<file path="src/perceptron_train_predict_assert.svh">
// Assertion macros for the perceptron block.
// Uses the clk and arst_n of the module that includes it.
`ifndef PERCEPTRON_TRAIN_PREDICT_ASSERT_SVH
`define PERCEPTRON_TRAIN_PREDICT_ASSERT_SVH

`ifndef NO_ASSERTIONS

`define PCTP_ASSERT_ALWAYS(lbl, expr, msg) \
	lbl: assert property (@(posedge clk) disable iff (!arst_n) (expr)) else $error(msg);

`define PCTP_ASSERT_IMP(lbl, ante, cons, msg) \
	lbl: assert property (@(posedge clk) disable iff (!arst_n) (ante) |-> (cons)) \
		else $error(msg);

`define PCTP_ASSERT_NEXT(lbl, ante, cons, msg) \
	lbl: assert property (@(posedge clk) disable iff (!arst_n) (ante) |=> (cons)) \
		else $error(msg);

`else

`define PCTP_ASSERT_ALWAYS(lbl, expr, msg)
`define PCTP_ASSERT_IMP(lbl, ante, cons, msg)
`define PCTP_ASSERT_NEXT(lbl, ante, cons, msg)

`endif

`endif

</file>
<file path="src/pctp_pkg.sv">
// Shared types, constants and helpers for the perceptron block.
// No dependencies.
package pctp_pkg;

	localparam int NUM_CLASSES_DEF = 2;

	localparam int SAMPLE_W = 16;
	localparam int RATE_W   = 16;
	localparam int Q_W      = 32;                    // Q15.16 weight and bias
	localparam int PROD_W   = Q_W + SAMPLE_W;        // weight * sample, Q.24
	localparam int SCORE_W  = PROD_W + 1;            // plus bias * 256
	localparam int WMAG_W   = RATE_W + SAMPLE_W - 7; // rounded step magnitude
	localparam int BSTEP_W  = RATE_W - 1;

	localparam logic [RATE_W-1:0] RATE_RESET = 16'd3277;

	// APB map: one register, word aligned
	localparam int  PADDR_W       = 3;
	localparam int  PDATA_W       = 32;
	localparam logic CFG_IDX_RATE = 1'b0;

	typedef struct packed {
		logic                        req_type;
		logic signed [SAMPLE_W-1:0]  sensor_value;
		logic                        label;
	} req_t;

	typedef struct packed {
		logic chosen_class;
		logic updated;
	} rsp_t;

	// what travels down the row of cells with one sample
	typedef struct packed {
		logic                        train;
		logic                        label;
		logic signed [SAMPLE_W-1:0]  sample;
		logic [WMAG_W-1:0]           wmag;
		logic [BSTEP_W-1:0]          bstep;
		logic                        best_v;
		logic signed [SCORE_W-1:0]   best;
		logic                        best_lsb;
		logic                        changed;
	} tok_t;

	function automatic logic signed [Q_W-1:0] sat_q(input logic signed [Q_W:0] v);
		logic signed [Q_W-1:0] r;
		if (v[Q_W] != v[Q_W-1]) begin
			r = v[Q_W] ? {1'b1, {(Q_W-1){1'b0}}} : {1'b0, {(Q_W-1){1'b1}}};
		end else begin
			r = v[Q_W-1:0];
		end
		return r;
	endfunction

endpackage

</file>
<file path="src/pctp_apb.sv">
// APB register file: holds the step rate.
// Depends on pctp_pkg.
module pctp_apb
	import pctp_pkg::*;
(
	input  logic               clk,
	input  logic               arst_n,
	input  logic               psel,
	input  logic               penable,
	input  logic               pwrite,
	input  logic [PADDR_W-1:0] paddr,
	input  logic [PDATA_W-1:0] pwdata,
	output logic [PDATA_W-1:0] prdata,
	output logic               pready,
	output logic [RATE_W-1:0]  step_rate
);

	logic [RATE_W-1:0] rate_q;
	logic              hit_rate;

	assign hit_rate  = (paddr[PADDR_W-1] == CFG_IDX_RATE);
	assign pready    = 1'b1;
	assign step_rate = rate_q;
	assign prdata    = hit_rate ? {{(PDATA_W-RATE_W){1'b0}}, rate_q} : '0;

	always_ff @(posedge clk or negedge arst_n) begin
		if (!arst_n) begin
			rate_q <= RATE_RESET;
		end else if (psel && penable && pwrite && hit_rate) begin
			rate_q <= pwdata[RATE_W-1:0];
		end
	end

endmodule

</file>
<file path="src/pctp_cell.sv">
// One class of the perceptron: weight, bias, score, argmax step and update.
// Depends on pctp_pkg.
module pctp_cell
	import pctp_pkg::*;
#(
	parameter int IDX = 0
)
(
	input  logic clk,
	input  logic arst_n,
	input  logic in_valid,
	input  tok_t in_tok,
	output logic out_valid,
	output tok_t out_tok
);

	localparam logic IDX_IS0 = (IDX == 0);
	localparam logic IDX_IS1 = (IDX == 1);
	localparam logic IDX_LSB = 1'(IDX % 2);

	logic signed [Q_W-1:0]    weight_q;
	logic signed [Q_W-1:0]    bias_q;

	logic                     v_s1;
	tok_t                     tok_s1;
	logic signed [PROD_W-1:0] prod_s1;

	logic                     v_s2;
	tok_t                     tok_s2;

	logic signed [SCORE_W-1:0] score;
	logic                      better;
	logic                      pred;
	logic                      target;
	logic                      err_up;
	logic                      err_dn;
	logic                      do_upd;
	logic                      w_inc;
	logic signed [Q_W:0]       w_sum;
	logic signed [Q_W:0]       b_sum;
	logic signed [Q_W-1:0]     w_new;
	logic signed [Q_W-1:0]     b_new;
	logic                      chg;
	tok_t                      tok_nxt;

	always_comb begin
		score  = $signed({{(SCORE_W-Q_W-8){bias_q[Q_W-1]}}, bias_q, 8'b0})
			+ $signed({prod_s1[PROD_W-1], prod_s1});
		better = !tok_s1.best_v || (score > tok_s1.best);
		pred   = !score[SCORE_W-1] && (|score);
		target = tok_s1.label ? IDX_IS1 : IDX_IS0;
		err_up = target && !pred;
		err_dn = !target && pred;
		do_upd = tok_s1.train && (err_up || err_dn);
		// step sign is error sign times sample sign
		w_inc  = err_up ^ tok_s1.sample[SAMPLE_W-1];
		if (w_inc) begin
			w_sum = {weight_q[Q_W-1], weight_q}
				+ $signed({{(Q_W+1-WMAG_W){1'b0}}, tok_s1.wmag});
		end else begin
			w_sum = {weight_q[Q_W-1], weight_q}
				- $signed({{(Q_W+1-WMAG_W){1'b0}}, tok_s1.wmag});
		end
		if (err_up) begin
			b_sum = {bias_q[Q_W-1], bias_q}
				+ $signed({{(Q_W+1-BSTEP_W){1'b0}}, tok_s1.bstep});
		end else begin
			b_sum = {bias_q[Q_W-1], bias_q}
				- $signed({{(Q_W+1-BSTEP_W){1'b0}}, tok_s1.bstep});
		end
		w_new = sat_q(w_sum);
		b_new = sat_q(b_sum);
		chg   = do_upd && ((w_new != weight_q) || (b_new != bias_q));

		tok_nxt         = tok_s1;
		tok_nxt.best_v  = 1'b1;
		tok_nxt.changed = tok_s1.changed || chg;
		if (better) begin
			tok_nxt.best     = score;
			tok_nxt.best_lsb = IDX_LSB;
		end
	end

	always_ff @(posedge clk or negedge arst_n) begin
		if (!arst_n) begin
			v_s1     <= 1'b0;
			v_s2     <= 1'b0;
			weight_q <= '0;
			bias_q   <= '0;
		end else begin
			v_s1 <= in_valid;
			v_s2 <= v_s1;
			if (v_s1 && do_upd) begin
				weight_q <= w_new;
				bias_q   <= b_new;
			end
		end
	end

	always_ff @(posedge clk) begin
		tok_s1  <= in_tok;
		prod_s1 <= weight_q * in_tok.sample;
		tok_s2  <= tok_nxt;
	end

	assign out_valid = v_s2;
	assign out_tok   = tok_s2;

endmodule

</file>
<file path="src/perceptron_train_predict.sv">
// Top level of the online multiclass perceptron: APB register, entry stage,
// row of class cells, result register. Depends on pctp_pkg, pctp_apb, pctp_cell.
//
//   channel  payload  handshake              direction
//   req      req_t    req_valid / req_stall  in
//   rsp      rsp_t    rsp_valid / rsp_stall  out
//   apb      rate     psel/penable/pwrite    in (pready always high)
//
// One sample at a time: a transfer in passes the entry register, two stages per class
// (multiply, then score/update), the hold register and the rsp register, where
// rsp_valid rises. The next sample can transfer in the cycle in which rsp_valid rises.
// req_stall is high from a transfer in until its result reaches the rsp register;
// a new sample is taken while that result waits on rsp_stall.
// Reset clears weights and biases to zero and loads the rate with 3277.
module perceptron_train_predict
	import pctp_pkg::*;
#(
	parameter int NUM_CLASSES = NUM_CLASSES_DEF
)
(
	input  logic               clk,
	input  logic               arst_n,
	input  logic               psel,
	input  logic               penable,
	input  logic               pwrite,
	input  logic [PADDR_W-1:0] paddr,
	input  logic [PDATA_W-1:0] pwdata,
	output logic [PDATA_W-1:0] prdata,
	output logic               pready,
	input  logic               req_valid,
	output logic               req_stall,
	input  req_t               req,
	output logic               rsp_valid,
	input  logic               rsp_stall,
	output rsp_t               rsp
);

	logic [RATE_W-1:0]   step_rate;
	logic                accept;
	logic                busy_q;
	logic [SAMPLE_W-1:0] mag;
	logic [RATE_W+SAMPLE_W-1:0] rate_mag;
	logic [RATE_W+SAMPLE_W:0]   rate_rnd;

	logic                entry_v_s1;
	tok_t                entry_s1;

	logic [NUM_CLASSES:0] tok_v;
	tok_t                 tok [NUM_CLASSES+1];

	logic                fin_v_q;
	tok_t                fin_q;
	logic                move;
	logic                rsp_valid_q;
	rsp_t                rsp_q;

	pctp_apb u_apb (
		.clk      (clk),
		.arst_n   (arst_n),
		.psel     (psel),
		.penable  (penable),
		.pwrite   (pwrite),
		.paddr    (paddr),
		.pwdata   (pwdata),
		.prdata   (prdata),
		.pready   (pready),
		.step_rate(step_rate)
	);

	assign accept    = req_valid && !req_stall;
	assign req_stall = busy_q;

	// weight step magnitude, rounded half away from zero
	always_comb begin
		mag      = req.sensor_value[SAMPLE_W-1] ? (~req.sensor_value + 16'd1)
			: req.sensor_value;
		rate_mag = step_rate * mag;
		rate_rnd = {1'b0, rate_mag} + (RATE_W+SAMPLE_W+1)'(128);
	end

	always_ff @(posedge clk or negedge arst_n) begin
		if (!arst_n) begin
			entry_v_s1 <= 1'b0;
		end else begin
			entry_v_s1 <= accept;
		end
	end

	always_ff @(posedge clk) begin
		if (accept) begin
			entry_s1.train    <= req.req_type;
			entry_s1.label    <= req.label;
			entry_s1.sample   <= req.sensor_value;
			entry_s1.wmag     <= rate_rnd[RATE_W+SAMPLE_W:8];
			entry_s1.bstep    <= step_rate[RATE_W-1:1];
			entry_s1.best_v   <= 1'b0;
			entry_s1.best     <= '0;
			entry_s1.best_lsb <= 1'b0;
			entry_s1.changed  <= 1'b0;
		end
	end

	assign tok_v[0] = entry_v_s1;
	assign tok[0]   = entry_s1;

	for (genvar c = 0; c < NUM_CLASSES; c++) begin : g_cell
		pctp_cell #(.IDX(c)) u_cell (
			.clk      (clk),
			.arst_n   (arst_n),
			.in_valid (tok_v[c]),
			.in_tok   (tok[c]),
			.out_valid(tok_v[c+1]),
			.out_tok  (tok[c+1])
		);
	end

	assign move = fin_v_q && (!rsp_valid_q || !rsp_stall);

	always_ff @(posedge clk or negedge arst_n) begin
		if (!arst_n) begin
			busy_q      <= 1'b0;
			fin_v_q     <= 1'b0;
			rsp_valid_q <= 1'b0;
		end else begin
			if (accept) begin
				busy_q <= 1'b1;
			end else if (move) begin
				busy_q <= 1'b0;
			end
			if (tok_v[NUM_CLASSES]) begin
				fin_v_q <= 1'b1;
			end else if (move) begin
				fin_v_q <= 1'b0;
			end
			if (move) begin
				rsp_valid_q <= 1'b1;
			end else if (!rsp_stall) begin
				rsp_valid_q <= 1'b0;
			end
		end
	end

	always_ff @(posedge clk) begin
		if (tok_v[NUM_CLASSES]) begin
			fin_q <= tok[NUM_CLASSES];
		end
		if (move) begin
			rsp_q.chosen_class <= fin_q.best_lsb;
			rsp_q.updated      <= fin_q.changed;
		end
	end

	assign rsp_valid = rsp_valid_q;
	assign rsp       = rsp_q;

`include "perceptron_train_predict_assert.svh"

	`PCTP_ASSERT_ALWAYS(a_one_sample, $onehot0({fin_v_q, tok_v}), "two samples in flight")
	`PCTP_ASSERT_NEXT(a_enter_row, accept, tok_v[0], "accepted sample did not enter the row")
	`PCTP_ASSERT_IMP(a_idle_empty, !busy_q, !fin_v_q && (tok_v == '0), "work left while idle")
	`PCTP_ASSERT_IMP(a_pred_no_chg, fin_v_q && !fin_q.train, !fin_q.changed, "predict updated")
	`PCTP_ASSERT_IMP(a_zero_rate, fin_v_q && (step_rate == '0), !fin_q.changed, "zero rate")

endmodule
</file>
<file path="config.mk">
export PLATFORM = sky130hd
export DESIGN_NAME = perceptron_train_predict
export DESIGN_NICKNAME = d
export VERILOG_FILES = /design/src/pctp_pkg.sv /design/src/pctp_apb.sv /design/src/pctp_cell.sv /design/src/perceptron_train_predict.sv
export VERILOG_INCLUDE_DIRS = /design/src /design/src/src
export SDC_FILE = /design/constraint.sdc
export NUM_CORES = 2
export LEC_CHECK = 0
export ABC_AREA = 0
export ABC_CLOCK_PERIOD_IN_PS = 12000
export BUFFER_PORTS_ARGS = -buffer_cell sky130_fd_sc_hd__buf_4
export CAP_MARGIN = 20
export CELL_PAD_IN_SITES_DETAIL_PLACEMENT = 1
export CELL_PAD_IN_SITES_GLOBAL_PLACEMENT = 2
export CORE_MARGIN = 1.5
export CORE_UTILIZATION = 42
export CTS_CLUSTER_SIZE = 8
export DETAILED_ROUTE_END_ITERATION = 10
export HOLD_SLACK_MARGIN = 0.1
export PLACE_DENSITY = 0.89
export SLEW_MARGIN = 10
export SYNTH_ARGS = -nofsm -noshare
export SYNTH_HDL_FRONTEND = slang
export SYNTH_SLANG_ARGS = --single-unit
export TNS_END_PERCENT = 10
</file>
<file path="constraint.sdc">
create_clock -name clk -period 12 [get_ports clk]
set_input_delay 0.6 -clock clk [delete_from_list [all_inputs] [get_ports clk]]
set_output_delay 0.6 -clock clk [all_outputs]
set_load 0.1 [all_outputs]
</file>
### Word level (Yosys, flattened, before mapping)

Cells that the tools add are included.
W data, S select, Z words.

* add/subtract/negate cells: 12
* $mul: 3
* magnitude comparators: 1
* eq/ne operators: 9
* muxes and demuxes: 21
* bitwise gates (word level): 4
* reductions and logical operators: 35

Operator list (count)
* $mux W32: 8
* $mux W33: 4
* $ne A32 B32 Y1: 4
* $add A40 B48 Y49: 2
* $reduce_or A49 Y1: 2
* $mul A32 B16 Y48: 2
* $add A32 B16 Y33: 2
* $add A32 B26 Y33: 2
* $sub A32 B16 Y33: 2
* $sub A32 B26 Y33: 2
* $gt A49 B49 Y1: 1
* $add A32 B8 Y33 const B: 1
* $mul A16 B16 Y32: 1
* $mux W16: 2
* $logic_and A1 B1 Y1: 17
* $add A16 B1 Y16 const B: 1
* $not A16 Y16: 1
* $logic_not A1 Y1: 8
* $mux W1: 7
* $logic_or A1 B1 Y1: 6
* $ne A1 B1 Y1: 4
* $reduce_bool A2 Y1: 2
* $ne A2 B1 Y1 const B: 1
* $xor A1 B1 Y1: 2
* $not A1 Y1: 1

* register bits: 586
* input port bits: 60
* output and inout bits: 37
* logic and storage cells: 130

### Logic depth before layout (Yosys ltp)

* depth after elaboration: 13
* gate-level depth with buffers: 41

### By module

From an unflattened synthesis, not the netlist that was laid out.

* cells, all modules: 9386
* area, all modules: 85152.9 sq um

By module, submodules not included
* pctp_cell (g_cell[1].u_cell): instances 1, cells an instance 4139, area an instance 36996.7 sq um
* pctp_cell (g_cell[0].u_cell): instances 1, cells an instance 4042, area an instance 36158.4 sq um
* perceptron_train_predict: instances 1, cells an instance 1135, area an instance 11089.4 sq um
* pctp_apb: instances 1, cells an instance 70, area an instance 908.4 sq um

### Least setup slack after synthesis

Ideal clock, no wire load.

* path kind: register to register
* start point: register g_cell[0].u_cell.bias_q[0]
* end point: register g_cell[0].u_cell.tok_s2 (netlist bit g_cell[0].u_cell.out_tok[0])
* setup time: 0.132 ns
* arrival: 9.661 ns
* data required time: 11.868 ns
* setup slack: 2.207 ns
* stages on the path, launching flop included: 37
* buffers on the path: 3
* path through: dfrtp_1 > ha_1 > inv_1 > fa_1 > inv_2 > nor4_1 > nand2_1 > nor4b_2 > or4b_1 > or4_1 > or4b_1 > or4b_1 > nor4_1 > and4b_1 > nand4b_1 > or4b_1 > o31ai_1 > ha_1 > buf_1 > xnor2_1 > clkbuf_1 > o21ai_0 > fa_1 > a211o_1 > a2111o_1 > nand4_1 > a21oi_1 > or4_1 > a41oi_1 > xor2_1 > buf_2 > nor2_1 > nand4_1 > a211o_1 > or4_1 > and4b_1 > a31oi_1

* word-level cells in the longest chain between the ends: 12

Ends and longest elaborated chain
* start, declared: RTL line pctp_cell.sv:22 `logic signed [Q_W-1:0] bias_q;`
* start signal, assigned: RTL line pctp_cell.sv:95 `bias_q <= b_new;`
* $add A40 B48 Y49 *: RTL line pctp_cell.sv:48 `+ $signed({prod_s1[PROD_W-1], prod_s1});`
* named net g_cell[0].u_cell.score[9]: RTL line pctp_cell.sv:31 `logic signed [SCORE_W-1:0] score;`
* $reduce_or A49 Y1 *: RTL line pctp_cell.sv:50 `pred = !score[SCORE_W-1] && (|score);`
* $logic_and A1 B1 Y1 *: RTL line pctp_cell.sv:50
* $logic_not A1 Y1: RTL line pctp_cell.sv:52 `err_up = target && !pred;`
* $logic_and A1 B1 Y1: RTL line pctp_cell.sv:52
* $xor A1 B1 Y1: RTL line pctp_cell.sv:56 `w_inc = err_up ^ tok_s1.sample[SAMPLE_W-1];`
* $mux W33: RTL line pctp_cell.sv:57 `if (w_inc) begin`
* $mux W32 / $ne A1 B1 Y1 (equally long branches): RTL line pctp_pkg.sv:49, pctp_pkg.sv:48
* $mux W32: RTL line pctp_pkg.sv:48 `if (v[Q_W] != v[Q_W-1]) begin`
* $ne A32 B32 Y1: RTL line pctp_cell.sv:73 `chg = do_upd && ((w_new != weight_q) || (b_new != bias_q));`
* $logic_or A1 B1 Y1: RTL line pctp_cell.sv:73
* $logic_and A1 B1 Y1 *: RTL line pctp_cell.sv:73
* named net g_cell[0].u_cell.chg: RTL line pctp_cell.sv:43 `logic chg;`
* end signal, assigned: RTL line pctp_cell.sv:103 `tok_s2 <= tok_nxt;`
* end, declared: RTL line pctp_cell.sv:29 `tok_t tok_s2;`

Mark *: on every way through the listed nets, which the timed path passes. The rest lies on a longest branch.
A chain may end at the register's enable or synchronous reset.

### Worst setup path in the final report

Ends and elaborated chain as after synthesis.

==> flow_summary_export.csv <==
group,metric,value,unit
grt,pin_count_of_the_biggest_net_entering_global_routing,95,
sta,final_setup_violation_count,0,
sta,layout_min_cycle_time,11.45,ns
sta,grt_setup_unrepaired,"false",
clocking,tritoncts_clock_tree,"done",
yosys,synthArstFlopShare,26.6,%
floorplan,design.portCount,97,
placed_design,routabilityCongestion,0.936,
route,post_drt_via_cell_ratio,5.56,
clocking,cts_sinks,571,
setup_path,crit_slowest_cell,"sky130_fd_sc_hd__or4_1",
sta,timing.max_slew.rel_slack,20.1,%
run,cap_viol_max_count,0,
yosys,yosys.area.top_type,"sky130_fd_sc_hd__fa_1",
floorplan,design.core.area,179000,sq um
clocking,clock_latency,0.71,ns
yosys,synth-main-ff-cell,"sky130_fd_sc_hd__dfxtp_1",
clocking,htree_levels,3,
yosys,synthDistinctLibCells,97,
clocking,post-cts-setup-buffers,0,
floorplan,die_height,428,um
setup_path,worst_path_most_repeated_cell,"sky130_fd_sc_hd__or4b_1",
setup_path,crit_path_end_kind,"register",
yosys,synth_top_cell_area_share,31.0,%
sta,tightest_slew,1.20,ns
route,route.detailed.drc,0,
placed_design,post-dp-hpwl,207000,um
setup_path,path_max_fanout,22,
sta,final-hold-violation-count,0,
clocking,number_of_buffers_inserted_during_clock_tree_synthesis,85,
grt,grt_overflow,0,
floorplan,initial_core_utilization,42.4,%
finish,final_nets,10257,
clocking,clk_transition_reported_paths,0.06,ns
route,drt-total-wl,261000,um
yosys,synth_area,75800,sq um
route,first_iter_violations,3157,
setup_path,arrival,12.00,ns
yosys,synth.area.top_cells,"sky130_fd_sc_hd__fa_1 (31%), sky130_fd_sc_hd__ha_1 (10%), sky130_fd_sc_hd__dfxtp_1 (9.4%)",
sta,tns,0,ns
outcome,status,"finished, final reports clean",
finish,final_layout_size_suffix_gt1_share,4.89,%
setup_path,cp_data_required_time,12.55,ns
placed_design,io_buffer_count,61,
grt,groute.usage.overall,29.1,%
yosys,synth_area_per_cell,8.96,sq um
yosys,synth_enable_flop_cells,62,
setup_path,critical_path.startpoint_type,"register",
sta,final-max-slew-violation-count,0,
sta,min_period_over_period,95.4,%
finish,areaGrowthSynthToFinish,8.01,%
grt,number_of_antenna_violations_at_the_first_check_in_global_routing,10,
yosys,synth.ff_latch_count,571,
floorplan,die_w,428,um
sta,fin_worst_skew,0.0713,ns
sta,fmax,0.0873,GHz
setup_path,crit_type,"reg -> reg",
yosys,synth-warning-count,0,
floorplan,row_count,155,
route,first_pass_iters,6,
yosys,part_of_the_yosys_area_used_for_sequential_elements,16.9,%
route,ant_nets,0,
route,route.detailed.wl_per_inst,24.1,um
setup_path,critical-path-top-delay-family,"simple AND/OR/NAND/NOR gates",
setup_path,worstPathBufferInverterCount,4,
setup_path,max_stage_delay,0.59,ns
clocking,root_buffer,"sky130_fd_sc_hd__clkbuf_16",
yosys,post_synth_inst_count,8450,
route,detailroute.via_count,60261,
grt,grt_pass1_vias,67791,
grt,grt_first_pass_wirelength,406000,um
clocking,max-clock-path-buffers,3,
floorplan,total_die_area,183000,sq um
min_path,hp-class,"in -> reg",
[metrics by stage]
| step | util (%) | instances | hold slack, ns | cell area [sq um] | setup slack (ns) |
|---|---|---|---|---|---|
| 2_1_floorplan | - | 8465 | 0.304 | 75800 | 2.21 |
| 3_3_place_gp | 44.2 | 10661 | 0.310 | 79000 | 0.153 |
| 3_5_place_dp | 44.2 | 10663 | 0.313 | 79000 | 0.221 |
| 4_1_cts | 45.7 | 10820 | 0.101 | 81700 | 0.00300 |
| 5_1_grt | 45.8 | 10825 | 0.128 | 81800 | 0.0410 |
| 6_report | 45.8 | 10830 | 0.146 | 81800 | 0.550 |
[Yosys cell counts (40+ instances only)]
library cell,instances
sky130_fd_sc_hd__nor4_1,40
sky130_fd_sc_hd__nand2b_1,103
sky130_fd_sc_hd__nand2_1,1107
sky130_fd_sc_hd__a211oi_1,79
sky130_fd_sc_hd__and2_1,417
sky130_fd_sc_hd__o31ai_1,41
sky130_fd_sc_hd__xnor2_1,256
sky130_fd_sc_hd__inv_1,1385
sky130_fd_sc_hd__nand4_1,50
sky130_fd_sc_hd__fa_1,1173
sky130_fd_sc_hd__o21a_1,67
sky130_fd_sc_hd__a31oi_1,60
sky130_fd_sc_hd__a21oi_1,414
sky130_fd_sc_hd__nor2b_1,88
sky130_fd_sc_hd__nand3_1,78
sky130_fd_sc_hd__o21ai_0,286
sky130_fd_sc_hd__dfxtp_1,357
sky130_fd_sc_hd__edfxtp_1,62
sky130_fd_sc_hd__ha_1,609
sky130_fd_sc_hd__nor2_1,277
sky130_fd_sc_hd__nor3_1,87
sky130_fd_sc_hd__and3_1,43
sky130_fd_sc_hd__clkbuf_1,354
sky130_fd_sc_hd__dfrtp_1,145
sky130_fd_sc_hd__xor2_1,153
sky130_fd_sc_hd__a21o_1,210
[logic make-up after synthesis]
family / count (synthesis) / share of synthesized area [%]
compound gates: 1450 / 12.3
xor+xnor: 411 / 4.79
fa+ha+maj: 1809 / 41.4
buf+inv: 1772 / 8.87
flops: 571 / 16.9
mux: 28 / 0.408
other cells: 2 / 0.00991
simple gates: 2407 / 15.3
[layer usage]
metal	part of all wire (%)	GRT usage (%)	vias up
met5	0.010	0	-
met2	50	51.5	1483
met4	5.2	14.2	4
met1	41	35.2	31235
li1	-	-	26986
met3	3.9	2.89	553
[what timing repair did]
| action | 4_1_cts | 5_1_grt |
|---|---|---|
| resized for setup | 0 | 9 |
| hold endpoints to repair | 45 | 0 |
| endpoints found under the setup margin | 0 | 1 |
| hold buffers | 15 | 0 |
[registers in the layout (all words and copies together) (netlist names)]
name	flops
u_apb.step_rate	16
g_cell.u_cell.out_valid	2
rsp_valid	1
g_cell.u_cell.bias_q	64
g_cell.u_cell.weight_q	64
g_cell.u_cell.out_tok	110
g_cell.u_cell.v_s1	2
entry_s1	58
req_stall	1
g_cell.u_cell.tok_s1	50
rsp	2
g_cell.u_cell.prod_s1	96
entry_v_s1	1
g_cell.u_cell.tok_nxt	101
fin_v_q	1
fin_q	2
[path summary, 6_finish.rpt]
| check | cells after the start | to | from | slack (ns) |
|---|---|---|---|---|
| max in group asynchronous | 4 | g_cell[1].u_cell.weight_q[25] | arst_n | 9.33 |
| hold reg to reg | 0 | g_cell[1].u_cell.tok_nxt[65] | g_cell[0].u_cell.out_tok[65] | 0.31 |
| setup / recovery | 38 | g_cell[0].u_cell.out_tok[0] | g_cell[0].u_cell.bias_q[0] | 0.55 |
| min in group asynchronous | 2 | u_apb.step_rate[4] | arst_n | 0.42 |
| setup reg to reg | 38 | g_cell[0].u_cell.out_tok[0] | g_cell[0].u_cell.bias_q[0] | 0.55 |
| hold / removal | 2 | u_apb.step_rate[6] | pwdata[6] | 0.15 |
[placed cells by master, fill, tap and decap left out, types with 78 or more instances in the layout]
cell type	n
sky130_fd_sc_hd__xnor2_1	254
sky130_fd_sc_hd__a21oi_1	413
sky130_fd_sc_hd__dfrtp_1	144
sky130_fd_sc_hd__nand2_1	1106
sky130_fd_sc_hd__nor2b_1	87
sky130_fd_sc_hd__ha_1	608
sky130_fd_sc_hd__inv_1	1385
sky130_fd_sc_hd__nand2b_1	103
sky130_fd_sc_hd__nor2_1	276
sky130_fd_sc_hd__clkbuf_16	85
sky130_fd_sc_hd__nand3_1	78
sky130_fd_sc_hd__a21o_1	210
sky130_fd_sc_hd__xor2_1	150
sky130_fd_sc_hd__buf_4	224
sky130_fd_sc_hd__fa_1	1173
sky130_fd_sc_hd__dfxtp_1	357
sky130_fd_sc_hd__a211oi_1	79
sky130_fd_sc_hd__o21ai_0	286
sky130_fd_sc_hd__nor3_1	86
sky130_fd_sc_hd__and2_1	417
[layout make-up]
class                   count  area [sq um]
fillers                 20674         97000
multi-input cells        6122         56400
flip-flops and latches    571         12800
inverters                1387          5210
well taps                2355          2950
clock buffers             129          2320
repair buffers            248          1930
clock inverters            13           223
diodes                      5          12.5
[worst register-to-register path: cells and delay by family (launching register included)]
family	cells	cell delay, ns
AND/OR/NAND/NOR	16	5.30
adder cells (fa/ha/maj)	4	1.39
XOR/XNOR	2	0.43
buffers and inverters	4	0.81
flip-flops	1	0.45
AO/OA/AOI/OAI	12	2.91
Power is not shown: default switching activity piles up to over one toggle a cycle in this logic, so the estimate is an artifact.
